**config.mk**
```make
export PLATFORM = sky130hd
export DESIGN_NAME = wmbus_format_a_block_crc_deframer
export DESIGN_NICKNAME = d
export VERILOG_FILES = /design/src/rtl/wmbda_pkg.sv /design/src/rtl/wmbda_dp.sv /design/src/rtl/wmbda_ctrl.sv /design/src/rtl/wmbus_format_a_block_crc_deframer.sv
export SDC_FILE = /design/constraint.sdc
export NUM_CORES = 1
export LEC_CHECK = 0
export ABC_CLOCK_PERIOD_IN_PS = 3100
export BUFFER_PORTS_ARGS = -buffer_cell sky130_fd_sc_hd__buf_2
export CORE_ASPECT_RATIO = 0.8
export CORE_MARGIN = 2
export CORE_UTILIZATION = 55
export CTS_CLUSTER_SIZE = 12
export DETAILED_ROUTE_END_ITERATION = 10
export PLACE_DENSITY = 0.7
export SETUP_SLACK_MARGIN = 0.2
export SLEW_MARGIN = 5
export SYNTH_ARGS = -nofsm -noshare
export SYNTH_HDL_FRONTEND = slang
export SYNTH_SLANG_ARGS = --single-unit
```
**constraint.sdc**
```tcl
create_clock -name clk_i -period 3.1 [get_ports clk_i]
set_input_delay 0.62 -clock clk_i [delete_from_list [all_inputs] [get_ports clk_i]]
set_output_delay 0.62 -clock clk_i [all_outputs]
set_load 0.02 [all_outputs]
```
**src/rtl/wmbda_pkg.sv**
```systemverilog
// ----------------------------------------------------------------------------
// wmbda_pkg
// Shared types, codes and the CRC-16 byte update for the block CRC deframer.
// ----------------------------------------------------------------------------
`default_nettype none

package wmbda_pkg;

  localparam int unsigned TotalW = 9;

  localparam logic [15:0] CrcPoly   = 16'h3D65;
  localparam logic [15:0] CrcInit   = 16'h0000;
  localparam logic [15:0] CrcXorOut = 16'hFFFF;

  typedef enum logic [2:0] {
    KIND_DATA      = 3'd0,
    KIND_COMPLETE  = 3'd1,
    KIND_EARLY     = 3'd2,
    KIND_ERR_FIRST = 3'd3,
    KIND_ERR_DATA  = 3'd4,
    KIND_TRUNC     = 3'd5
  } kind_e;

  typedef enum logic [2:0] {
    S_COLLECT,
    S_CRC_HI,
    S_CRC_LO,
    S_COMPLETE,
    S_ERR_FIRST,
    S_ERR_DATA,
    S_RELEASE,
    S_STATUS
  } ctrl_state_e;

  // controller -> datapath
  typedef struct packed {
    logic  store_byte;
    logic  latch_hi;
    logic  accept_block;
    logic  blk_clear;
    logic  frame_clear;
    logic  emit_data;
    logic  emit_status;
    kind_e status_kind;
  } dfr_cmd_t;

  // datapath -> controller
  typedef struct packed {
    logic blk_done;
    logic crc_ok;
    logic first_blk;
    logic total_done;
    logic last_rd;
    logic out_free;
  } dfr_sts_t;

  // msb-first crc-16 update over one byte
  function automatic logic [15:0] crc_add(logic [15:0] crc, logic [7:0] b);
    logic [15:0] c;
    c = crc ^ {b, 8'h00};
    for (int i = 0; i < 8; i++) begin
      if (c[15]) begin
        c = {c[14:0], 1'b0} ^ CrcPoly;
      end else begin
        c = {c[14:0], 1'b0};
      end
    end
    return c;
  endfunction

endpackage

`default_nettype wire

```
**src/rtl/wmbda_dp.sv**
```systemverilog
// ----------------------------------------------------------------------------
// wmbda_dp
// Block store, running CRC, byte counters and the output word register.
// ----------------------------------------------------------------------------
`default_nettype none

module wmbda_dp #(
  parameter int unsigned FIRST_BLOCK_LEN = 10,
  parameter int unsigned DATA_BLOCK_LEN  = 16
) (
  input  wire logic                clk_i,
  input  wire logic                rst_ni,
  input  wire logic [7:0]          rx_byte_i,
  input  wire wmbda_pkg::dfr_cmd_t cmd_i,
  output wmbda_pkg::dfr_sts_t      sts_o,
  output logic                     out_valid_o,
  input  wire logic                out_ready_i,
  output logic [7:0]               data_byte_o,
  output logic [2:0]               kind_o,
  output logic                     last_o
);
  import wmbda_pkg::*;

  localparam int unsigned StoreDepth =
    (FIRST_BLOCK_LEN > DATA_BLOCK_LEN) ? FIRST_BLOCK_LEN : DATA_BLOCK_LEN;
  localparam int unsigned AddrW = (StoreDepth > 1) ? $clog2(StoreDepth) : 1;
  localparam int unsigned FillW = $clog2(StoreDepth + 1);

  logic [7:0]        mem_q [StoreDepth];
  logic [7:0]        rd_data_q;
  logic [AddrW-1:0]  rd_ptr_q, rd_ptr_d;
  logic [FillW-1:0]  fill_q, fill_d;
  logic [15:0]       crc_q, crc_d;
  logic [7:0]        crc_hi_q, crc_hi_d;
  logic [TotalW-1:0] expected_q, expected_d;
  logic [TotalW-1:0] delivered_q, delivered_d;
  logic              out_valid_q, out_valid_d;
  logic [7:0]        out_data_q, out_data_d;
  kind_e             out_kind_q, out_kind_d;
  logic              out_last_q, out_last_d;

  logic [TotalW-1:0] remain;
  logic [TotalW-1:0] target;
  logic [TotalW-1:0] fill_next;
  logic              first_blk;
  logic              out_free;

  assign first_blk = (delivered_q == '0);
  assign remain    = (expected_q > delivered_q) ? (expected_q - delivered_q) : '0;
  assign fill_next = TotalW'(fill_q) + TotalW'(1);
  assign out_free  = !out_valid_q || out_ready_i;

  always_comb begin
    if (first_blk) begin
      target = TotalW'(FIRST_BLOCK_LEN);
    end else if (remain > TotalW'(DATA_BLOCK_LEN)) begin
      target = TotalW'(DATA_BLOCK_LEN);
    end else begin
      target = remain;
    end
  end

  always_comb begin
    sts_o.blk_done   = (fill_next >= target);
    sts_o.crc_ok     = ({crc_hi_q, rx_byte_i} == (crc_q ^ CrcXorOut));
    sts_o.first_blk  = first_blk;
    sts_o.total_done = (delivered_q >= expected_q);
    sts_o.last_rd    = ((FillW'(rd_ptr_q) + FillW'(1)) == fill_q);
    sts_o.out_free   = out_free;
  end

  always_comb begin
    fill_d      = fill_q;
    crc_d       = crc_q;
    crc_hi_d    = crc_hi_q;
    expected_d  = expected_q;
    delivered_d = delivered_q;
    rd_ptr_d    = rd_ptr_q;
    if (cmd_i.store_byte) begin
      fill_d = fill_q + FillW'(1);
      crc_d  = crc_add(crc_q, rx_byte_i);
    end
    if (cmd_i.latch_hi) begin
      crc_hi_d = rx_byte_i;
    end
    if (cmd_i.accept_block) begin
      delivered_d = delivered_q + TotalW'(fill_q);
      // read port sits on entry 0 here, which holds the length byte
      if (first_blk) begin
        expected_d = TotalW'(rd_data_q) + TotalW'(1);
      end
    end
    if (cmd_i.emit_data) begin
      rd_ptr_d = rd_ptr_q + AddrW'(1);
    end
    if (cmd_i.blk_clear) begin
      fill_d   = '0;
      crc_d    = CrcInit;
      rd_ptr_d = '0;
    end
    if (cmd_i.frame_clear) begin
      fill_d      = '0;
      crc_d       = CrcInit;
      crc_hi_d    = '0;
      expected_d  = '0;
      delivered_d = '0;
      rd_ptr_d    = '0;
    end
  end

  always_comb begin
    out_valid_d = out_valid_q;
    out_data_d  = out_data_q;
    out_kind_d  = out_kind_q;
    out_last_d  = out_last_q;
    if (out_ready_i) begin
      out_valid_d = 1'b0;
    end
    if (cmd_i.emit_data) begin
      out_valid_d = 1'b1;
      out_data_d  = rd_data_q;
      out_kind_d  = KIND_DATA;
      out_last_d  = 1'b0;
    end else if (cmd_i.emit_status) begin
      out_valid_d = 1'b1;
      out_data_d  = '0;
      out_kind_d  = cmd_i.status_kind;
      out_last_d  = 1'b1;
    end
  end

  // block store: one write port, one registered read port
  always_ff @(posedge clk_i) begin
    if (cmd_i.store_byte) begin
      mem_q[fill_q[AddrW-1:0]] <= rx_byte_i;
    end
    rd_data_q <= mem_q[rd_ptr_d];
  end

  always_ff @(posedge clk_i) begin
    out_data_q <= out_data_d;
    out_kind_q <= out_kind_d;
    out_last_q <= out_last_d;
  end

  always_ff @(posedge clk_i or negedge rst_ni) begin
    if (!rst_ni) begin
      fill_q      <= '0;
      crc_q       <= CrcInit;
      crc_hi_q    <= '0;
      expected_q  <= '0;
      delivered_q <= '0;
      rd_ptr_q    <= '0;
      out_valid_q <= 1'b0;
    end else begin
      fill_q      <= fill_d;
      crc_q       <= crc_d;
      crc_hi_q    <= crc_hi_d;
      expected_q  <= expected_d;
      delivered_q <= delivered_d;
      rd_ptr_q    <= rd_ptr_d;
      out_valid_q <= out_valid_d;
    end
  end

  assign out_valid_o = out_valid_q;
  assign data_byte_o = out_data_q;
  assign kind_o      = out_kind_q;
  assign last_o      = out_last_q;

  a_fill_bound: assert property (@(posedge clk_i) disable iff (!rst_ni)
    fill_q <= FillW'(StoreDepth))
    else $error("block fill beyond store depth");

  a_emit_slot: assert property (@(posedge clk_i) disable iff (!rst_ni)
    (cmd_i.emit_data || cmd_i.emit_status) |-> out_free)
    else $error("word loaded into occupied output register");

  a_rd_in_block: assert property (@(posedge clk_i) disable iff (!rst_ni)
    cmd_i.emit_data |-> (FillW'(rd_ptr_q) < fill_q))
    else $error("release reads past the block fill");

endmodule

`default_nettype wire

```
**src/rtl/wmbda_ctrl.sv**
```systemverilog
// ----------------------------------------------------------------------------
// wmbda_ctrl
// Frame sequencer: block collection, CRC bytes, release burst and status.
// ----------------------------------------------------------------------------
`default_nettype none

module wmbda_ctrl (
  input  wire logic                clk_i,
  input  wire logic                rst_ni,
  input  wire logic                in_valid_i,
  output logic                     in_ready_o,
  input  wire logic                frame_end_i,
  input  wire wmbda_pkg::dfr_sts_t sts_i,
  output wmbda_pkg::dfr_cmd_t      cmd_o
);
  import wmbda_pkg::*;

  ctrl_state_e state_q, state_d;
  logic        pend_fend_q, pend_fend_d;
  kind_e       pend_kind_q, pend_kind_d;
  logic        in_ready;
  logic        in_fire;
  kind_e       err_kind;

  assign in_ready = (state_q != S_RELEASE) && (state_q != S_STATUS);
  assign in_fire  = in_valid_i && in_ready;
  assign err_kind = sts_i.first_blk ? KIND_ERR_FIRST : KIND_ERR_DATA;

  // next state
  always_comb begin
    state_d     = state_q;
    pend_fend_d = pend_fend_q;
    pend_kind_d = pend_kind_q;
    unique case (state_q)
      S_COLLECT: begin
        if (in_fire) begin
          if (frame_end_i) begin
            state_d     = S_STATUS;
            pend_kind_d = KIND_TRUNC;
          end else if (sts_i.blk_done) begin
            state_d = S_CRC_HI;
          end
        end
      end
      S_CRC_HI: begin
        if (in_fire) begin
          if (frame_end_i) begin
            state_d     = S_STATUS;
            pend_kind_d = KIND_TRUNC;
          end else begin
            state_d = S_CRC_LO;
          end
        end
      end
      S_CRC_LO: begin
        if (in_fire) begin
          if (sts_i.crc_ok) begin
            state_d     = S_RELEASE;
            pend_fend_d = frame_end_i;
          end else if (frame_end_i) begin
            state_d     = S_STATUS;
            pend_kind_d = err_kind;
          end else begin
            state_d = sts_i.first_blk ? S_ERR_FIRST : S_ERR_DATA;
          end
        end
      end
      S_COMPLETE: begin
        if (in_fire && frame_end_i) begin
          state_d     = S_STATUS;
          pend_kind_d = KIND_COMPLETE;
        end
      end
      S_ERR_FIRST: begin
        if (in_fire && frame_end_i) begin
          state_d     = S_STATUS;
          pend_kind_d = KIND_ERR_FIRST;
        end
      end
      S_ERR_DATA: begin
        if (in_fire && frame_end_i) begin
          state_d     = S_STATUS;
          pend_kind_d = KIND_ERR_DATA;
        end
      end
      S_RELEASE: begin
        if (sts_i.out_free && sts_i.last_rd) begin
          if (pend_fend_q) begin
            state_d     = S_STATUS;
            pend_kind_d = sts_i.total_done ? KIND_COMPLETE : KIND_EARLY;
          end else begin
            state_d = sts_i.total_done ? S_COMPLETE : S_COLLECT;
          end
        end
      end
      S_STATUS: begin
        if (sts_i.out_free) begin
          state_d = S_COLLECT;
        end
      end
      default: state_d = S_COLLECT;
    endcase
  end

  // commands
  always_comb begin
    cmd_o = '0;
    cmd_o.status_kind = pend_kind_q;
    unique case (state_q)
      S_COLLECT: cmd_o.store_byte = in_fire;
      S_CRC_HI:  cmd_o.latch_hi   = in_fire;
      S_CRC_LO:  cmd_o.accept_block = in_fire && sts_i.crc_ok;
      S_RELEASE: begin
        cmd_o.emit_data = sts_i.out_free;
        cmd_o.blk_clear = sts_i.out_free && sts_i.last_rd;
      end
      S_STATUS: begin
        cmd_o.emit_status = sts_i.out_free;
        cmd_o.frame_clear = sts_i.out_free;
      end
      default: ;
    endcase
  end

  always_ff @(posedge clk_i or negedge rst_ni) begin
    if (!rst_ni) begin
      state_q     <= S_COLLECT;
      pend_fend_q <= 1'b0;
      pend_kind_q <= KIND_TRUNC;
    end else begin
      state_q     <= state_d;
      pend_fend_q <= pend_fend_d;
      pend_kind_q <= pend_kind_d;
    end
  end

  assign in_ready_o = in_ready;

  a_no_take_while_emit: assert property (@(posedge clk_i) disable iff (!rst_ni)
    in_ready |-> !(cmd_o.emit_data || cmd_o.emit_status))
    else $error("input taken during release or status");

  a_status_restarts: assert property (@(posedge clk_i) disable iff (!rst_ni)
    cmd_o.emit_status |=> (state_q == S_COLLECT))
    else $error("frame status not followed by a fresh frame");

  a_release_from_crc: assert property (@(posedge clk_i) disable iff (!rst_ni)
    $rose(state_q == S_RELEASE) |-> $past(cmd_o.accept_block))
    else $error("release burst without a verified block");

endmodule

`default_nettype wire

```
**src/rtl/wmbus_format_a_block_crc_deframer.sv**
```systemverilog
// ----------------------------------------------------------------------------
// wmbus_format_a_block_crc_deframer
// Checks header and data blocks of a received frame against their CRC-16 and
// releases verified bytes, closing each frame with one status word.
// ----------------------------------------------------------------------------
// input: a data or CRC byte is taken whenever in_ready_o is high; a verified
//   block's first word is valid on the output once the sequencer has entered
//   release and the output register is loaded, then one word per cycle while
//   the output register is free; the block store has a single read port, and
//   input is held off during the release burst and the status word
// reset: rst_ni clears sequencer, counters, CRC and output valid; store is not
//   cleared
`default_nettype none

module wmbus_format_a_block_crc_deframer #(
  parameter int unsigned FIRST_BLOCK_LEN = 10,
  parameter int unsigned DATA_BLOCK_LEN  = 16
) (
  input  wire logic       clk_i,
  input  wire logic       rst_ni,
  input  wire logic       in_valid_i,
  output logic            in_ready_o,
  input  wire logic [7:0] rx_byte_i,
  input  wire logic       frame_end_i,
  output logic            out_valid_o,
  input  wire logic       out_ready_i,
  output logic [7:0]      data_byte_o,
  output logic [2:0]      kind_o,
  output logic            last_o
);
  import wmbda_pkg::*;

  dfr_cmd_t cmd;
  dfr_sts_t sts;

  wmbda_ctrl u_ctrl (
    .clk_i       (clk_i),
    .rst_ni      (rst_ni),
    .in_valid_i  (in_valid_i),
    .in_ready_o  (in_ready_o),
    .frame_end_i (frame_end_i),
    .sts_i       (sts),
    .cmd_o       (cmd)
  );

  wmbda_dp #(
    .FIRST_BLOCK_LEN (FIRST_BLOCK_LEN),
    .DATA_BLOCK_LEN  (DATA_BLOCK_LEN)
  ) u_dp (
    .clk_i       (clk_i),
    .rst_ni      (rst_ni),
    .rx_byte_i   (rx_byte_i),
    .cmd_i       (cmd),
    .sts_o       (sts),
    .out_valid_o (out_valid_o),
    .out_ready_i (out_ready_i),
    .data_byte_o (data_byte_o),
    .kind_o      (kind_o),
    .last_o      (last_o)
  );

endmodule

`default_nettype wire

```
==> metrics.md, run 1 <==
| Metric | Value |
|---|---|
| Hold slack | 0.314 ns |
| Total congestion overflow | 0 |
| Fin cells | about 1200 |
| Post-DRT Antenna Nets | 0 |
| Synth area leader | edfxtp_1 |
| Longest Clk Path Bufs | 3 |
| Max-Cap Viols | 0 |
| FMAX | about 300 MHz |
| Slew HR | 0.303 |
| Cell variety after synth | 84 |
| Synth Warn # | 0 |
| Setup WS post-layout | -0.189 ns |
| Clock root cell | clkbuf_16 |
| Drt first pass iters | 5 |
| Crit Path Class | reg2reg |
| Synth Register Bits | 207 |
| Crit path from | u_dp.delivered_q[1]$_DFFE_PN0P_ |
| TritonCTS clock tree | yes |
| Outcome | finished with violations |
| Pre-CTS WS | -0.334 ns |
| RSZ-0062 raised after global routing | yes |
| Synth Net Count | between 800 and 900 |
| Core Area | ~0.018 sq mm |
| Min cycle time layout | roughly 3.3 ns |
| Worst-path clk slew | approximately 0.06 ns |
| Fin Clk Skew | 0.0119 ns |
| Vias per cell | 6.13 |
| Fin crit share | 1.06 |
| Global-route wire length before repair | 40800 um |
| Proportion of synthesized chip area in sequential cells | 0.574 |
| Input/output buffers | 26 |
| EDFF count, synth | 136 |
| Row count | 44 |
| Crit path DAT | 3.68 ns |
| Initial antenna violation count | 0 |
| Worst-path fanout max | 4 |
| Starting Density | 0.560 |
| Via Count | 7241 |
| Post-Syn Area per Cell | 12.3 sq um |
| Die ar. | 0.0195 sq mm |
| Worst r2r src | u_dp.delivered_q[1]$_DFFE_PN0P_ |
| HPWL Detailed | 18700 um |
| Synth top area share | 0.404 |
| CTS buffer count | 22 |
| Vias in the first global route | about 7300 |
| Synth async-reset ratio | 0.285 |
| Synth top area cells | edfxtp_1, dfrtp_1, xnor2_1 |
| Fin. max-slew vios | 0 |
| Share of layout cells above drive strength 1 | 0.210 |
| Largest net degree at the start of global routing | 44 |
| Leakage power | roughly 4.6 nW |
| Dpl cells | 1139 |
| Synthesized cell area | slightly above 0.01 sq mm |
| Area Overhead vs Synth | 17.3% |
| Startpoint types | register |
| Tightest Pin Transition | 1.05 ns |
| Clk_lat worst skew | roughly 0.50 ns |
| DRC | 0 |
| H-tree levels | 1 |
| Gpl congestion | 0.928 |
| WP data required | 3.49 ns |
| Final setup violation count | 1 |
| Io pins | 27 |
| Final #Nets | 977 |
| Synth Flop Type | edfxtp_1 |
| Sink Count | 207 |
| Total GRT Usage | 0.274 |
| Peak supply drop | between 700 and 800 uV |
| Crit path capture type | register |
| Die Span Y | roughly 130 um |
| Failing checks | negative setup slack |
| Mapped Cells | 825 |
| Iter 0 DRT Violations | 815 |
| ANT cells | 0 |
| Pwr dens | 897 mW/mm^2 |
| Routed WL | 26100 um |
| Final hold vios | 0 |
| Wire per inst | 22.1 um |
| Tightest Hold Check Type | in2async |
| Die W | around 160 um |
cell usage after synthesis, types with 4 or more instances:
cell	instances
edfxtp_1	136
nand3_1	30
a31oi_1	7
nand4_1	9
or3_1	12
o21ai_0	55
a221o_1	6
dfrtp_1	57
xor2_1	32
ha_1	26
a221oi_1	8
o2111ai_1	6
o211ai_1	12
inv_1	36
a22o_1	10
mux2i_1	32
xnor2_2	4
o211ai_2	8
nor2b_1	5
nand3b_1	4
nor4_1	10
dfxtp_1	12
clkbuf_1	17
nand2b_1	5
nand2_1	67
mux4_2	7
xnor2_1	42
nor2_1	46
nor3_1	13
a21oi_1	22
and3_1	10
area by class of cell:
class | instances | area (sq um)
timing repair buffer | 114 | 828
multi-input combinational | 550 | 4110
clock inverter | 4 | 45.0
inverter | 41 | 161
clock buffer | 36 | 634
tap | 230 | 288
sequential | 207 | 5800
fill | 1343 | 6190
final timing paths:
check                                                    endpoint  slack [ns]  cells after the start
worst max register to register      u_ctrl.state_q[0]$_DFFE_PN0P_       -0.19                     17
worst min-delay path              u_dp.delivered_q[7]$_DFFE_PN0P_        0.31                      1
min in group clk_i                    u_dp.kind_o[0]$_SDFFE_PP0P_        0.47                      2
max in group asynchronous       u_ctrl.pend_kind_q[0]$_DFFE_PN1P_        1.98                      2
worst max-delay path                u_ctrl.state_q[0]$_DFFE_PN0P_       -0.19                     17
worst min register to register        u_dp.kind_o[0]$_SDFFE_PP0P_        0.47                      2
layer usage:
metal,wire length (um),up-vias,GRT usage
met5,0,-,0
met4,492,0,0.0583
met3,2030,46,0.0475
met2,11600,320,0.416
met1,12000,3573,0.418
li1,-,3302,-
worst max-delay path, cell delays in order, from the launching register on:
cell	delay, ns
dfrtp_1	0.40
inv_2	0.09
ha_4	0.20
nor2b_1	0.12
o21a_1	0.20
o31a_1	0.31
nor4_2	0.19
a311oi_1	0.08
o22ai_1	0.23
and3_1	0.20
ha_1	0.23
nand2b_4	0.13
a21o_1	0.18
a21oi_2	0.13
nor2b_1	0.06
o21ai_1	0.12
nand2_1	0.07
a41o_1	0.23
report_power, final:
part	internal [mW]	switching (mW)	total (mW)	leakage, nW
Combinational	1.87	2.65	4.52	2.19
Clock	1.48	1.02	2.50	0.322
Sequential	3.32	0.310	3.63	2.12
state kept, by name, indices dropped and copies added (netlist names), 3 cells and up:
name,flops
u_dp.mem_q,128
u_dp.crc_q,16
u_dp.delivered_q,9
u_dp.expected_q,9
u_dp.crc_hi_q,8
u_dp.data_byte_o,8
u_dp.rd_data_q,8
u_dp.fill_q,5
u_dp.rd_ptr_q,4
u_ctrl.pend_kind_q,3
u_ctrl.state_q,3
u_dp.kind_o,3
logic make-up after synthesis:
group | synth area share
AND/OR/NAND/NOR | 0.110
flip-flops | 0.574
AO/OA/AOI/OAI | 0.125
XOR/XNOR | 0.0737
buffers and inverters | 0.0287
multiplexers | 0.0521
adder cells (fa/ha/maj) | 0.0361
other | 0.000371
metrics by stage:
step	power, mW	TNS [ns]	utilization	instance area (sq um)
after global placement	7.89	-0.224	0.613	11100
after floorplan	6.75	-0.120	-	10100
final	10.6	-0.189	0.657	11900
after detailed placement	8.00	-0.334	0.613	11100
after CTS	10.5	-0.152	0.653	11800
after global routing	11.1	-0.359	0.657	11900
layout by cell type, fill, tap and decap left out, drive strengths merged, types with 6 or more instances in the layout:
| cell type | instances |
|---|---|
| dfrtp | 57 |
| nor2 | 48 |
| nor4 | 10 |
| a221o | 6 |
| a21oi | 23 |
| a31oi | 7 |
| buf | 114 |
| o2111ai | 6 |
| o211ai | 21 |
| a22o | 10 |
| a221oi | 8 |
| o21ai | 57 |
| mux2i | 32 |
| nand2 | 68 |
| clkbuf | 36 |
| ha | 26 |
| mux4 | 7 |
| nand3 | 30 |
| nor3 | 15 |
| or3 | 12 |
| nand4 | 9 |
| dfxtp | 12 |
| edfxtp | 136 |
| and3 | 10 |
| xnor2 | 46 |
| xor2 | 34 |
| inv | 40 |
repair_timing:
item	4_1_cts	5_1_grt
hold buffers	0	0
pin swaps	3	5
gates resized for setup	7	11
buffers inserted	0	3
endpoints found under the setup margin	5	9
(Power assumes the default switching activity.)
==> run 2: changes to the inputs <==
Settings changed: ABC_AREA set to 1, SLEW_MARGIN 5 to 20.
==> run 2 against run 1 <==
Compared with the run above:
- the run still ends with negative setup slack left
- clock power barely moved
- maximum frequency rose by 4.0%
- via count rose by 22%
- routed wire length rose by 5.7%
- first-iteration DRC count rose by 14%
- sequential cell count did not move
- die area rose by 9.1%
- core utilization fell by 2.1 points
- largest power group unchanged
- critical endpoint is now u_ctrl.state_q[2]$_DFFE_PN0P_
- largest cell class unchanged
- hold slack got worse by 0.18 ns
- global-route usage fell by 0.76 points
==> metrics.md, run 2 <==
| Metric | Value |
|---|---|
| Area Overhead vs Synth | 13.9% |
| Synth area leader | edfxtp_1 |
| Peak supply drop | just over 600 uV |
| Cell variety after synth | 51 |
| Setup WS post-layout | -0.0625 ns |
| Total GRT Usage | 0.266 |
| Die Span Y | about 130 um |
| Proportion of synthesized chip area in sequential cells | 0.524 |
| Post-DRT Antenna Nets | 0 |
| Min cycle time layout | ~3.2 ns |
| Leading cell type in the layout, fill and taps excluded | nand2_1 |
| EDFF count, synth | 136 |
| Commonest cells after routing, fill and taps aside | nand2_1, inv_1, edfxtp_1, nand3_1, nor2_1 |
| Mux contribution to synthesized area | 0 |
| NetSw | 5.20 mW |
| Fin crit share | 1.02 |
| Global-route wire length before repair | around 44000 um |
| HPWL Detailed | roughly 18000 um |
| Final hold vios | 0 |
| FMAX | 316 MHz |
| Met2 Use GR | 0.420 |
| Via Count | 8815 |
| Post-layout util | 0.637 |
| Die W | 163 um |
| Vias per cell | 5.49 |
| DRC | 0 |
| Crit path DAT | 3.58 ns |
| Synth Flop Type | edfxtp_1 |
| Sw Share | 0.436 |
| Synth top area share | 0.369 |
| Outcome | finished with violations |
| Gpl congestion | about 0.94 |
| Io pins | 27 |
| Final setup violation count | 2 |
| Sink Count | 207 |
| Share of layout cells above drive strength 1 | 0.129 |
| Post-Synth XOR/XNOR Area | 0.0620 |
| Vias in the first global route | 8372 |
| Number of flip-flops in the largest register | ~130 |
| Final #Nets | about 1400 |
| Internal | 6.73 mW |
| Core Area | approximately 0.020 sq mm |
| Critical path's slowest cell | dfrtp_1 |
| Initial antenna violation count | 0 |
| Seq pwr share | 0.313 |
| Row count | 46 |
| Top-count cell post-synth | nand2_1 |
| Failing checks | negative setup slack |
| Most Used Layer, Global Route | met2 |
| Iter 0 DRT Violations | 930 |
| Setup TNS | -0.0788 ns |
| Combinational share of power | 0.477 |
| Post-synthesis adder-cell area fraction | 0.0330 |
| Clock root cell | clkbuf_16 |
| Leakage power | approximately 5.8 nW |
| Largest delay share family, worst path | compound AO/OA/AOI/OAI gates |
| Met3 usage | 0.0395 |
| Largest net degree at the start of global routing | 56 |
| Max-Cap Viols | 0 |
| Wire per inst | 17.2 um |
| Synthesized cell area | 0.0111 sq mm |
| Synth Area in Compound Gates | 0.0483 |
| Tightest Pin Transition | roughly 0.64 ns |
| Total congestion overflow | 0 |
| Fin Clk Skew | 0.00938 ns |
| Input/output buffers | 26 |
| Synth async-reset ratio | 0.285 |
| Most frequent cells after synthesis | nand2_1, inv_1, edfxtp_1, nand3_1, nor2_1 |
| CP Buf/Inv Count | 2 |
| Longest Clk Path Bufs | 3 |
| Synth Register Bits | slightly above 200 |
| Worst-path clk slew | 0.06 ns |
| Synth Area in Simple Gates | 0.246 |
| WP data required | 3.52 ns |
| Dpl cells | about 1600 |
| H-tree levels | 1 |
| Post-Syn Area per Cell | 8.76 sq um |
| Fin. max-slew vios | 0 |
| Starting Density | 0.559 |
| Total power | 11.9 mW |
| Die ar. | 0.0213 sq mm |
| Crit path capture type | register |
| TritonCTS clock tree | yes |
| Clk_lat worst skew | just over 0.5 ns |
| Power share of the clock group | 0.210 |
| Crit Path Class | reg2reg |
| Tightest Hold Check Type | in2async |
| ANT cells | 0 |
| Largest family of logic cells by synthesized area | simple AND/OR/NAND/NOR gates |
| Max stage delay on crit path | a little under 0.4 ns |
| Startpoint types | register |
| Drt first pass iters | 5 |
| Pwr dens | ~950 mW/mm^2 |
| Worst-path fanout max | 5 |
| Routed WL | 27600 um |
| Synth Net Count | between 1000 and 1500 |
| RSZ-0062 raised after global routing | yes |
| CTS buffer count | 22 |
| Fin cells | 1606 |
| Met1 Use GR | 0.386 |
| Synth top area cells | edfxtp_1, dfrtp_1, nand2_1 |
| Synth Warn # | 0 |
| CP Cell Sequence | inv_2, ha_4, inv_2, fa_2, nand3_2, nand2_2, a31oi_4, xor2_1, a21oi_2, nor2_4, nand4_1, ha_1, a21oi_2, o221ai_2, a211oi_2, nor2_2, o21ai_0 |
| Slew HR | 0.571 |
| Mapped Cells | between 1000 and 1500 |
[run 2: worst register-to-register path, stage by stage, from the launching register on]
cell,delay (ns)
dfrtp_1,0.39
inv_2,0.07
ha_4,0.13
inv_2,0.04
fa_2,0.36
nand3_2,0.09
nand2_2,0.07
a31oi_4,0.15
xor2_1,0.19
a21oi_2,0.09
nor2_4,0.17
nand4_1,0.13
ha_1,0.32
a21oi_2,0.19
o221ai_2,0.13
a211oi_2,0.29
nor2_2,0.08
o21ai_0,0.19
[run 2: cell type report]
cell class              count  area [sq um]
multi-input cells         817          4500
repair buffers             77           538
inverters                 201           754
well taps                 264           330
clock inverters             5          47.5
fillers                  1637          7190
flip-flops and latches    207          5800
clock buffers              35           631
[run 2: power by group through the flow]
stage	clock network [mW]	registers (mW)	logic [mW]
final	2.51	3.73	5.69
after CTS	2.55	3.72	5.59
after detailed placement	0	3.78	5.53
after global placement	0	3.77	5.47
after global routing	2.65	3.78	6.34
after floorplan	0	3.75	4.11
[run 2: worst paths after layout]
path	start	to	slack (ns)	cells after the start
worst max-delay path	u_dp.expected_q[0]$_DFFE_PN0P_	u_ctrl.state_q[2]$_DFFE_PN0P_	-0.06	17
worst min-delay path	rst_ni	u_dp.delivered_q[7]$_DFFE_PN0P_	0.14	1
worst max register to register	u_dp.expected_q[0]$_DFFE_PN0P_	u_ctrl.state_q[2]$_DFFE_PN0P_	-0.06	17
worst min register to register	u_ctrl.pend_kind_q[2]$_DFFE_PN1P_	u_ctrl.pend_kind_q[2]$_DFFE_PN1P_	0.47	2
max in group asynchronous	rst_ni	u_dp.crc_hi_q[1]$_DFFE_PN0P_	2.26	2
min in group clk_i	rx_byte_i[2]	u_dp.crc_hi_q[2]$_DFFE_PN0P_	0.45	3
[run 2: logic make-up after synthesis]
kind of cell               after synthesis
other                                    1
buffers and inverters                  239
adders and majority gates               28
AOI/OAI and AO/OA                       93
and+or+nand+nor                        621
DFF                                    207
xor gates and xnor gates                74
[run 2: timing repair]
item | in CTS | in global routing
gates resized for setup | 18 | 17
pin swaps | 14 | 9
endpoints found under the setup margin | 3 | 14
buffers inserted | 3 | 2
hold endpoints to repair | 0 | 0
hold buffers | 0 | 0
[run 2: routing by layer]
layer | part of all wire | routed length (um)
met1 | 0.45 | 12300
met2 | 0.45 | 12400
met3 | 0.083 | 2290
met4 | 0.024 | 649
met5 | 0 | 0
[run 2: per-stage QoR]
step,cell area [sq um],setup WS [ns],hold slack [ns]
6_report,12600,-0.0625,0.137
2_1_floorplan,11100,0.179,0.324
5_1_grt,12600,-0.240,0.182
4_1_cts,12500,0.0726,0.151
3_3_place_gp,11700,0.0318,0.452
3_5_place_dp,11700,-0.0777,0.457
